==> src/hdl/dtr_pkg.sv <==
// ----------------------------------------------------------------------------
// dtr_pkg
// Shared types, constants and the counter load function of the divider timer
// with delayed reload.
// ----------------------------------------------------------------------------
`default_nettype none

package dtr_pkg;

	localparam int CounterBits = 14;

	localparam logic [15:0] AddrDiv  = 16'hFF04;
	localparam logic [15:0] AddrTima = 16'hFF05;
	localparam logic [15:0] AddrTma  = 16'hFF06;
	localparam logic [15:0] AddrTac  = 16'hFF07;

	localparam int DivShift = 6;

	typedef enum logic [1:0] {
		CMD_TICK  = 2'd0,
		CMD_READ  = 2'd1,
		CMD_WRITE = 2'd2
	} cmd_t;

	typedef enum logic [1:0] {
		PH_NORMAL    = 2'd0,
		PH_SCHEDULED = 2'd1,
		PH_RELOADING = 2'd2
	} phase_t;

	typedef struct packed {
		logic [CounterBits-1:0] cycle_counter;
		logic [7:0]             count_reg;
		logic [7:0]             reload_reg;
		logic [7:0]             control_reg;
		logic                   prev_tap;
		phase_t                 phase;
	} state_t;

	typedef struct packed {
		logic [7:0] read_data;
		logic       irq_request;
		logic       bad_address;
	} result_t;

	// loads the cycle counter and samples the gated tap for a falling edge
	function automatic state_t load_counter(input state_t s_in,
			input logic [CounterBits-1:0] value);
		state_t s;
		logic   tap;
		s = s_in;
		s.cycle_counter = value;
		case (s.control_reg[1:0])
			2'd0: tap = value[7];
			2'd1: tap = value[1];
			2'd2: tap = value[3];
			default: tap = value[5];
		endcase
		tap = tap & s.control_reg[2];
		if (!tap && s.prev_tap) begin
			s.count_reg = s.count_reg + 8'd1;
			if (s.count_reg == 8'd0) begin
				s.phase = PH_SCHEDULED;
			end
		end
		s.prev_tap = tap;
		return s;
	endfunction

endpackage

`default_nettype wire

==> src/hdl/dtr_step.sv <==
// ----------------------------------------------------------------------------
// dtr_step
// Next state and result of the timer for one tick, read or write word.
// ----------------------------------------------------------------------------
`default_nettype none

module dtr_step (
	input  wire dtr_pkg::state_t  state_cur,
	input  wire logic [1:0]       command,
	input  wire logic [15:0]      address,
	input  wire logic [7:0]       write_data,
	output dtr_pkg::state_t       state_nxt,
	output dtr_pkg::result_t      result
);

	logic [dtr_pkg::CounterBits+7:0] div_ext;
	logic                            addr_ok;

	assign div_ext = {8'd0, state_cur.cycle_counter};
	assign addr_ok = (address == dtr_pkg::AddrDiv) || (address == dtr_pkg::AddrTima) ||
		(address == dtr_pkg::AddrTma) || (address == dtr_pkg::AddrTac);

	always_comb begin
		dtr_pkg::state_t s;
		s = state_cur;
		case (command)
			dtr_pkg::CMD_TICK: begin
				if (s.phase == dtr_pkg::PH_SCHEDULED) begin
					s.phase = dtr_pkg::PH_RELOADING;
					s.count_reg = s.reload_reg;
				end else begin
					s.phase = dtr_pkg::PH_NORMAL;
				end
				s = dtr_pkg::load_counter(s,
					s.cycle_counter + {{(dtr_pkg::CounterBits-1){1'b0}}, 1'b1});
			end
			dtr_pkg::CMD_WRITE: begin
				case (address)
					dtr_pkg::AddrDiv: begin
						s = dtr_pkg::load_counter(s, '0);
					end
					dtr_pkg::AddrTima: begin
						if (s.phase == dtr_pkg::PH_SCHEDULED) begin
							s.count_reg = write_data;
							s.phase = dtr_pkg::PH_NORMAL;
						end else if (s.phase != dtr_pkg::PH_RELOADING) begin
							s.count_reg = write_data;
						end
					end
					dtr_pkg::AddrTma: begin
						s.reload_reg = write_data;
						if (s.phase == dtr_pkg::PH_RELOADING) begin
							s.count_reg = write_data;
						end
					end
					dtr_pkg::AddrTac: begin
						s.control_reg = write_data;
					end
					default: begin
					end
				endcase
			end
			default: begin
			end
		endcase
		state_nxt = s;
	end

	always_comb begin
		result = '0;
		case (command)
			dtr_pkg::CMD_TICK: begin
				result.irq_request = (state_cur.phase == dtr_pkg::PH_SCHEDULED);
			end
			dtr_pkg::CMD_READ: begin
				case (address)
					dtr_pkg::AddrDiv:  result.read_data = div_ext[dtr_pkg::DivShift+7:dtr_pkg::DivShift];
					dtr_pkg::AddrTima: result.read_data = state_cur.count_reg;
					dtr_pkg::AddrTma:  result.read_data = state_cur.reload_reg;
					dtr_pkg::AddrTac:  result.read_data = state_cur.control_reg;
					default:           result.bad_address = 1'b1;
				endcase
			end
			dtr_pkg::CMD_WRITE: begin
				result.bad_address = !addr_ok;
			end
			default: begin
			end
		endcase
	end

endmodule

`default_nettype wire

==> src/hdl/divider_timer_with_delayed_reload_core.sv <==
// ----------------------------------------------------------------------------
// divider_timer_with_delayed_reload_core
// Timer with a free-running divider, counter, reload value and control byte,
// driven by one tick, register read or register write word per cycle when not stalled.
//
//   channel  direction  handshake           payload
//   in       to block   in_valid/in_stall   command, address, write_data
//   out      from block out_valid/out_stall read_data, irq_request, bad_address
//
// A word goes to an input register, then through the step logic into the
// result register; one word per cycle is sustained while out does not stall.
// Timer state updates as a word moves from the input to the result register.
// arst_n clears all timer state and both valid flags.
// A stall at out holds the result register; in stalls only when both are full.
// ----------------------------------------------------------------------------
`default_nettype none

module divider_timer_with_delayed_reload_core (
	input  wire logic        clk,
	input  wire logic        arst_n,
	input  wire logic        in_valid,
	output logic             in_stall,
	input  wire logic [1:0]  command,
	input  wire logic [15:0] address,
	input  wire logic [7:0]  write_data,
	output logic             out_valid,
	input  wire logic        out_stall,
	output logic [7:0]       read_data,
	output logic             irq_request,
	output logic             bad_address
);

	logic             valid_s1;
	logic [1:0]       command_s1;
	logic [15:0]      address_s1;
	logic [7:0]       write_data_s1;
	logic             advance;
	logic             load_s1;
	dtr_pkg::state_t  state_q;
	dtr_pkg::state_t  state_nxt;
	dtr_pkg::result_t result_nxt;
	dtr_pkg::result_t result_q;

	assign advance  = valid_s1 && (!out_valid || !out_stall);
	assign in_stall = valid_s1 && !advance;
	assign load_s1  = in_valid && !in_stall;

	dtr_step u_step (
		.state_cur  (state_q),
		.command    (command_s1),
		.address    (address_s1),
		.write_data (write_data_s1),
		.state_nxt  (state_nxt),
		.result     (result_nxt)
	);

	always_ff @(posedge clk or negedge arst_n) begin
		if (!arst_n) begin
			valid_s1 <= 1'b0;
		end else if (load_s1) begin
			valid_s1 <= 1'b1;
		end else if (advance) begin
			valid_s1 <= 1'b0;
		end
	end

	always_ff @(posedge clk) begin
		if (load_s1) begin
			command_s1    <= command;
			address_s1    <= address;
			write_data_s1 <= write_data;
		end
	end

	always_ff @(posedge clk or negedge arst_n) begin
		if (!arst_n) begin
			state_q <= '{cycle_counter: '0, count_reg: '0, reload_reg: '0,
				control_reg: '0, prev_tap: 1'b0, phase: dtr_pkg::PH_NORMAL};
		end else if (advance) begin
			state_q <= state_nxt;
		end
	end

	always_ff @(posedge clk or negedge arst_n) begin
		if (!arst_n) begin
			out_valid <= 1'b0;
		end else if (advance) begin
			out_valid <= 1'b1;
		end else if (!out_stall) begin
			out_valid <= 1'b0;
		end
	end

	always_ff @(posedge clk) begin
		if (advance) begin
			result_q <= result_nxt;
		end
	end

	assign read_data   = result_q.read_data;
	assign irq_request = result_q.irq_request;
	assign bad_address = result_q.bad_address;

endmodule

`default_nettype wire

==> config.mk <==
export PLATFORM = sky130hd
export DESIGN_NAME = divider_timer_with_delayed_reload_core
export DESIGN_NICKNAME = d
export VERILOG_FILES = /design/src/hdl/dtr_pkg.sv /design/src/hdl/dtr_step.sv /design/src/hdl/divider_timer_with_delayed_reload_core.sv
export SDC_FILE = /design/constraint.sdc
export NUM_CORES = 1
export LEC_CHECK = 0
export BUFFER_PORTS_ARGS = -buffer_cell sky130_fd_sc_hd__buf_4
export CAP_MARGIN = 0
export CORE_ASPECT_RATIO = 1.75
export CORE_UTILIZATION = 55
export CTS_CLUSTER_DIAMETER = 80
export DETAILED_ROUTE_END_ITERATION = 8
export PLACE_DENSITY = 0.82
export SLEW_MARGIN = 25
export SYNTH_ARGS = -nofsm -noshare
export SYNTH_HDL_FRONTEND = slang
export SYNTH_SLANG_ARGS = --single-unit
==> constraint.sdc <==
create_clock -name clk -period 6.15 [get_ports clk]
set_input_delay 0.9225 -clock clk [delete_from_list [all_inputs] [get_ports clk]]
set_output_delay 0.9225 -clock clk [all_outputs]
set_load 0.01 [all_outputs]
==> results of run 1 <==
==> registers in the layout, summed over array words and instances, names as in the netlist <==
register	flops
command_s1	2
read_data	8
address_s1	16
state_q	41
valid_s1	1
write_data_s1	8
out_valid	1
bad_address	1
irq_request	1
==> metrics by stage <==
stage                     total power, mW  instances
final                                1.67        540
after global routing                 1.74        540
after CTS                            1.67        540
after detailed placement             1.11        524
after global placement               1.10        524
after floorplan                     0.995        413
==> cell usage in the layout, fill, tap and decap left out, types with 7 or more instances in the layout <==
| cell type | instances |
|---|---|
| inv_1 | 17 |
| mux2_2 | 7 |
| nor2_1 | 30 |
| nand4_1 | 8 |
| nor3_1 | 12 |
| mux2i_1 | 13 |
| ha_1 | 7 |
| and3_1 | 9 |
| dfrtp_1 | 43 |
| nand2_1 | 50 |
| edfxtp_1 | 36 |
| buf_4 | 44 |
| xnor2_1 | 14 |
| nand3_1 | 21 |
| clkbuf_16 | 9 |
| o21ai_0 | 36 |
| mux4_2 | 8 |
==> layer usage <==
| layer | routed length, um | part of all wire (%) | GRT usage [%] |
|---|---|---|---|
| met3 | 506 | 4.9 | 6.23 |
| met4 | 565 | 5.4 | 19.4 |
| met5 | 0 | 0 | 0 |
| met2 | 5630 | 54 | 46.7 |
| met1 | 3680 | 35 | 30.7 |
==> critical path: stages (launching register included) <==
cell and delay, ps:
edfxtp_1 360, or4_4 560, nor4_2 730, nand2b_1 420, mux2_2 380, a221oi_1 220
o21ai_0 130
==> cell type report <==
type                    instances  area share [%]
repair buffers                 44            6.63
flip-flops and latches         79            43.3
inverters                      17            1.28
clock buffers                  12            4.75
clock inverters                 4            1.46
multi-input cells             296            40.4
well taps                      88            2.21
==> power breakdown <==
part | switching, mW | total [mW] | internal [mW]
sequential | 0.0989 | 0.713 | 0.614
combinational | 0.223 | 0.407 | 0.184
clock | 0.200 | 0.554 | 0.355
==> worst min path at each step <==
| stage | from | end | slack, ps | depth (start not counted) |
|---|---|---|---|---|
| 2_1_floorplan | valid_s1 | out_valid | 440 | 1 |
| 3_3_place_gp | valid_s1 | out_valid | 450 | 1 |
| 3_5_place_dp | state_q[8] | state_q[8] | 470 | 2 |
| 4_1_cts | state_q[8] | state_q[8] | 480 | 2 |
| 5_1_grt | state_q[8] | state_q[8] | 520 | 2 |
| 6_report | state_q[8] | state_q[8] | 480 | 2 |
==> kinds of logic after synthesis <==
| family | share of synthesized area, % |
|---|---|
| xor+xnor | 3.85 |
| buf+inv | 3.68 |
| compound gates | 11.5 |
| mux | 9.01 |
| flops | 49.9 |
| fa+ha+maj | 2.03 |
| simple gates | 20.0 |
==> metrics, run 1 <==
Worst Path Arrival=3130 ps; RR Endpoint=state_q[25]; clk_skew=5.32 ps; htree depth=3; placed cell area=4670 sq um; setup violators final=0; Yosys top cell area share=25.0%; Final Core Density=65.8%; Worst Path Required=6340 ps; DP Worst Slack=3130 ps; Fin. Hold Viols=0; share of cells above drive strength 1=18.1%; distinct cell type count after synthesis=57; Synth area leaders=edfxtp_1 (25%), dfrtp_1 (25%), nand2_1 (4.3%); asr flop ratio synth=54.4%; RSZ-0062 raised after global routing=false; Die X=69.0 um; setup bufs post-CTS=0; Starting Density=57.1%; Synth area leader=edfxtp_1; Seq cells post-synth=79; clk buf depth=2; critical path peak fanout=11; Crit Path Class=register to register; CTS tree=built; TNS Setup=0 ps; Final HPWL DP=7490 um; Final Cycle Share=47.9%; Yosys warnings=0; sequential area share after synthesis=49.9%; PwrDens=336 nW/um^2; Max-slew headroom=27.9%; synthesis-to-layout area growth=15.3%; final WL=10400 um; Mapped Cells=413; antenna violations before repair=0; Avg Inst Size Synth=10.5 sq um; IO buf count=41; IO Count=42; Antenna Nets Post-Route=0; clk root buf=clkbuf_16; synthesized cell area=4320 sq um; CTS clk-pin slew, worst paths=60 ps; WHS=479 ps; Hold/Removal Path Class=register to register; top cells by count, synth=nand2_1 (50), dfrtp_1 (43), edfxtp_1 (36), o21ai_0 (36), nor2_1 (30); drt via density=6.28; Leak=2.02 nW; total CTS buffers=9; Design Area, Final=4980 sq um; FF-to-FF setup slack=3200 ps; Starting DRT DRC Count=201; fin crit period=2950 ps; vias in the first global route=3440; FF/Latch Area=2160 sq um; Slew @ Worst Pin=1080 ps; status=finished, final reports clean; Primary FF master, synth=dfrtp_1; reg2reg start=address_s1[5]; FF-to-FF path depth=6; CP endpoint kind=register; PnR worst setup slack=3200 ps; CTS resizes=0; Synth Net Count=450; Site Rows=42; grt ovf=0; die area=8230 sq um; Final GP Congestion=0.982; Total GRT Usage=28.3%; Die Ht=119 um; Critical Path Source=address_s1[5]; max-capacitance violation count=0; Core ar.=7570 sq um; Achievable Freq=339 MHz; Ant. Diodes=0; Post-CTS Hold Buffers=0; Vias=3392; most common cell in the synthesized netlist=nand2_1; clock sink count=79; Multi-input gate area=2010 sq um; type of origin of the critical path=register; worst-skew pair later-pin latency=340 ps; 1st-pass router iterations=7; number of flops mapped to enable cells by yosys=36; Avg WL per Cell=19.2 um; first-pass GRT wire length=16600 um; FILL cells=625; Slew Limit Fails=0; DRC viols=0; Setup crit end=state_q[25]; worst IR drop on VDD=0.253 mV; nets=484; largest net degree at the start of global routing=44
Power figures use the tool's default switching activity.
==> run 2, diff against run 1 <==
--- a/config.mk
+++ b/config.mk
@@ -5,6 +5,7 @@
 export SDC_FILE = /design/constraint.sdc
 export NUM_CORES = 1
 export LEC_CHECK = 0
+export ABC_AREA = 1
 export BUFFER_PORTS_ARGS = -buffer_cell sky130_fd_sc_hd__buf_4
 export CAP_MARGIN = 0
 export CORE_ASPECT_RATIO = 1.75
==> constraint.sdc (replaced) <==
create_clock -name clk -period 2.8 [get_ports clk]
set_input_delay 0.42 -clock clk [delete_from_list [all_inputs] [get_ports clk]]
set_output_delay 0.42 -clock clk [all_outputs]
set_load 0.01 [all_outputs]
==> run 2 against run 1 <==
Against the previous run:
- the flow now finishes with violations (design-rule violations)
- total power up 140%
- hold slack worse by 410 ps
- utilization down 0.49 points
- area after synthesis up 5.0%
- synthesized cell count up 39%
- die area up 4.9%
- maximum frequency up 24%
- sequential cell count unchanged
- sequential share of layout area down 1.8 points
- via count up 21%
- critical path type unchanged
- largest cell class unchanged
- largest power group unchanged
- highest routed layer unchanged
==> metrics, run 2 <==
Regs by FF count=state_q: 41 flops, address_s1: 16 flops (unchanged); internal power=2.51 mW (was 1.15 mW); Design Area, Final=5200 sq um (was 4980 sq um); IO Count=42 (unchanged); Yosys warnings=0 (unchanged); 1st-pass router iterations=8 (was 7); sequential area share after synthesis=47.5% (was 49.9%); placed cell area=4910 sq um (was 4670 sq um); Sw Share=38.0% (was 31.2%); worst-skew pair later-pin latency=340 ps (about the same); Critical Path Source=state_q[0] (was address_s1[5]); Antenna Nets Post-Route=0 (unchanged); Slew @ Worst Pin=594 ps (was 1080 ps); Yosys top cell area share=23.8% (was 25.0%); Comb power frac=32.4% (was 24.3%); Die X=70.7 um (was 69.0 um); CTS tree=built (unchanged); Final HPWL DP=9070 um (was 7490 um); htree depth=3 (unchanged); first-pass GRT wire length=19400 um (was 16600 um); final WL=12100 um (was 10400 um); Critical path buffers and inverters=2 (was 0); most common cell in the synthesized netlist=nand2_1 (unchanged); total CTS buffers=9 (unchanged); FILL cells=665 (was 625); part of the power in registers=38.7% (was 42.6%); nets=658 (was 484); FF-to-FF path depth=15 (was 6); worst IR drop on VDD=0.650 mV (was 0.253 mV); Starting DRT DRC Count=405 (was 201); Starting Density=57.0% (was 57.1%); top cells by count, synth=nand2_1 (156), inv_1 (62), nand3_1 (62) (was nand2_1 (50), dfrtp_1 (43), edfxtp_1 (36), o21ai_0 (36), nor2_1 (30)); antenna violations before repair=0 (unchanged); clock network fraction of design power=28.9% (was 33.1%); Multi-input gate area=2040 sq um (was 2010 sq um); Fin. Hold Viols=0 (unchanged); asr flop ratio synth=54.4% (unchanged); Primary FF master, synth=dfrtp_1 (unchanged); number of flops mapped to enable cells by yosys=36 (unchanged); Avg WL per Cell=16.9 um (was 19.2 um); clock sink count=79 (unchanged); Mapped Cells=576 (was 413); CTS clk-pin slew, worst paths=60 ps (about the same); Synth area leaders=edfxtp_1 (24%), dfrtp_1 (24%), nand2_1 (13%) (was edfxtp_1 (25%), dfrtp_1 (25%), nand2_1 (4.3%)); max-capacitance violation count=0 (unchanged); Worst Path Required=3080 ps (was 6340 ps); Sw Pwr=1.54 mW (was 522 uW); reg2reg start=state_q[0] (was address_s1[5]); Die Ht=122 um (was 119 um); DRC viols=2 (was 0); FF/Latch Area=2160 sq um (unchanged); Final GP Congestion=0.966 (was 0.982); Final Cycle Share=85.1% (was 47.9%); failing checks=design-rule violations; fin crit period=2380 ps (was 2950 ps); RR Endpoint=state_q[0] (was state_q[25]); Vias=4119 (was 3392); Post-CTS Hold Buffers=0 (unchanged); largest net degree at the start of global routing=44 (unchanged); Layout Cells excl Fill=716 (was 540); distinct cell type count after synthesis=38 (was 57); die area=8630 sq um (was 8230 sq um); PwrDens=777 nW/um^2 (was 336 nW/um^2); max FFs per register=41 (unchanged); DP Cell Count=700 (was 524); Tot Pwr=4.04 mW (was 1.67 mW); Max-slew headroom=59.9% (was 27.9%); RSZ-0062 raised after global routing=false (unchanged); Site Rows=43 (was 42); Hold/Removal Path Class=primary input to async pin (was register to register); CTS resizes=0 (unchanged); setup bufs post-CTS=0 (unchanged); Achievable Freq=420 MHz (was 339 MHz); type of origin of the critical path=register (unchanged); grt ovf=0 (unchanged); Seq cells post-synth=79 (unchanged); share of cells above drive strength 1=14.4% (was 18.1%); status=complete, but fails checks (was finished, final reports clean); Worst Path Arrival=2660 ps (was 3130 ps); most frequent cells in the layout=nand2_1 (156), inv_1 (62), nand3_1 (62) (was nand2_1 (50), buf_4 (44), dfrtp_1 (43)); Crit Path Class=register to register (unchanged); Total GRT Usage=29.9% (was 28.3%); slowest CP cell=dfrtp_1 (was nor4_2); crit-path cells=inv_1 > nor2_1 > nand2_1 > nand2_2 > ha_1 > inv_1 > nor2_1 > nand3_1 > nand2_1 > nand2_1 > nor3_1 > nand2_1 > nand2_1 > nand2_1 > nand2_1 (was or4_4 > nor4_2 > nand2b_1 > mux2_2 > a221oi_1 > o21ai_0); critical path peak fanout=12 (was 11); Largest Register=state_q (unchanged); commonest non-fill, non-tap cell in the layout=nand2_1 (unchanged); Setup crit end=state_q[0] (was state_q[25]); setup violators final=0 (unchanged); clk buf depth=2 (unchanged); DP Worst Slack=446 ps (was 3130 ps); PnR worst setup slack=417 ps (was 3200 ps); FF-to-FF setup slack=420 ps (was 3200 ps); Slew Limit Fails=0 (unchanged); Ant. Diodes=0 (unchanged); CP endpoint kind=register (unchanged); Worst path most repeated cell=nand2_1; IO buf count=41 (unchanged); synthesized cell area=4540 sq um (was 4320 sq um); synthesis-to-layout area growth=14.7% (was 15.3%); clk_skew=7.15 ps (was 5.32 ps); Synth area leader=edfxtp_1 (unchanged); stages on the worst setup path=15 (was 6); Synth Net Count=613 (was 450); clk root buf=clkbuf_16 (unchanged); TNS Setup=0 ps (unchanged); Leak=2.36 nW (was 2.02 nW); vias in the first global route=4066 (was 3440); crit-path leading delay family=simple AND/OR/NAND/NOR gates (unchanged); Core ar.=7960 sq um (was 7570 sq um); slowest stage delay, CP=580 ps (was 730 ps); Avg Inst Size Synth=7.88 sq um (was 10.5 sq um); drt via density=5.75 (was 6.28)
-- run 2: how the worst min path moves through the flow --
stage	start	endpoint	cells after the start
floorplan	arst_n	out_valid	0
global placement	valid_s1	out_valid	2
detailed placement	arst_n	state_q[39]	1
CTS	arst_n	state_q[39]	1
global route	arst_n	state_q[29]	1
finish	arst_n	state_q[38]	1
-- run 2: per-stage QoR --
step	util, %	hold slack [ps]
floorplan	-	124
global placement	61.6	442
detailed placement	61.6	457
CTS	65.4	98.6
global route	65.4	115
finish	65.4	66.7
-- run 2: cells by family (layout without fill, tap and decap cells) --
| kind of cell | after synthesis | in the layout | synth area share [%] |
|---|---|---|---|
| fa+ha+maj | 7 | 7 | 1.93 |
| flops | 79 | 79 | 47.5 |
| simple gates | 325 | 325 | 32.5 |
| xor+xnor | 3 | 3 | 0.579 |
| buf+inv | 77 | 127 | 7.39 |
| compound gates | 85 | 85 | 10.0 |
-- run 2: worst reg2reg max path, cell delays in order, from the launching register on --
cell,delay (ps)
dfrtp_1,580
inv_1,160
nor2_1,150
nand2_1,110
nand2_2,160
ha_1,230
inv_1,70
nor2_1,150
nand3_1,90
nand2_1,80
nand2_1,70
nor3_1,180
nand2_1,100
nand2_1,70
nand2_1,60
nand2_1,60
-- run 2: layout make-up --
cell class                      count  share of cell area (%)
Tap cell                           90                    2.16
Inverter                           65                    4.74
Multi-Input combinational cell    420                    39.3
Clock buffer                       10                    4.40
Timing Repair Buffer               46                    6.64
Sequential cell                    79                    41.5
Clock inverter                      6                    1.32
-- run 2: power groups by stage --
| stage | logic (mW) | clock network (mW) | registers [mW] |
|---|---|---|---|
| 3_3_place_gp | 1.24 | 0 | 1.57 |
| 4_1_cts | 1.28 | 1.17 | 1.56 |
| 3_5_place_dp | 1.27 | 0 | 1.58 |
| 2_1_floorplan | 0.956 | 0 | 1.52 |
| 6_report | 1.31 | 1.17 | 1.56 |
| 5_1_grt | 1.47 | 1.22 | 1.58 |
-- run 2: routing by layer --
| metal | part of all wire (%) | vias to the layer above | track usage, % | wire [um] |
|---|---|---|---|---|
| li1 | - | 1997 | - | - |
| met1 | 36 | 1926 | 32.3 | 4410 |
| met2 | 54 | 153 | 53.9 | 6480 |
| met3 | 4.8 | 43 | 5.46 | 583 |
| met4 | 5.1 | 0 | 18.3 | 613 |
| met5 | 0 | - | 0 | 0 |
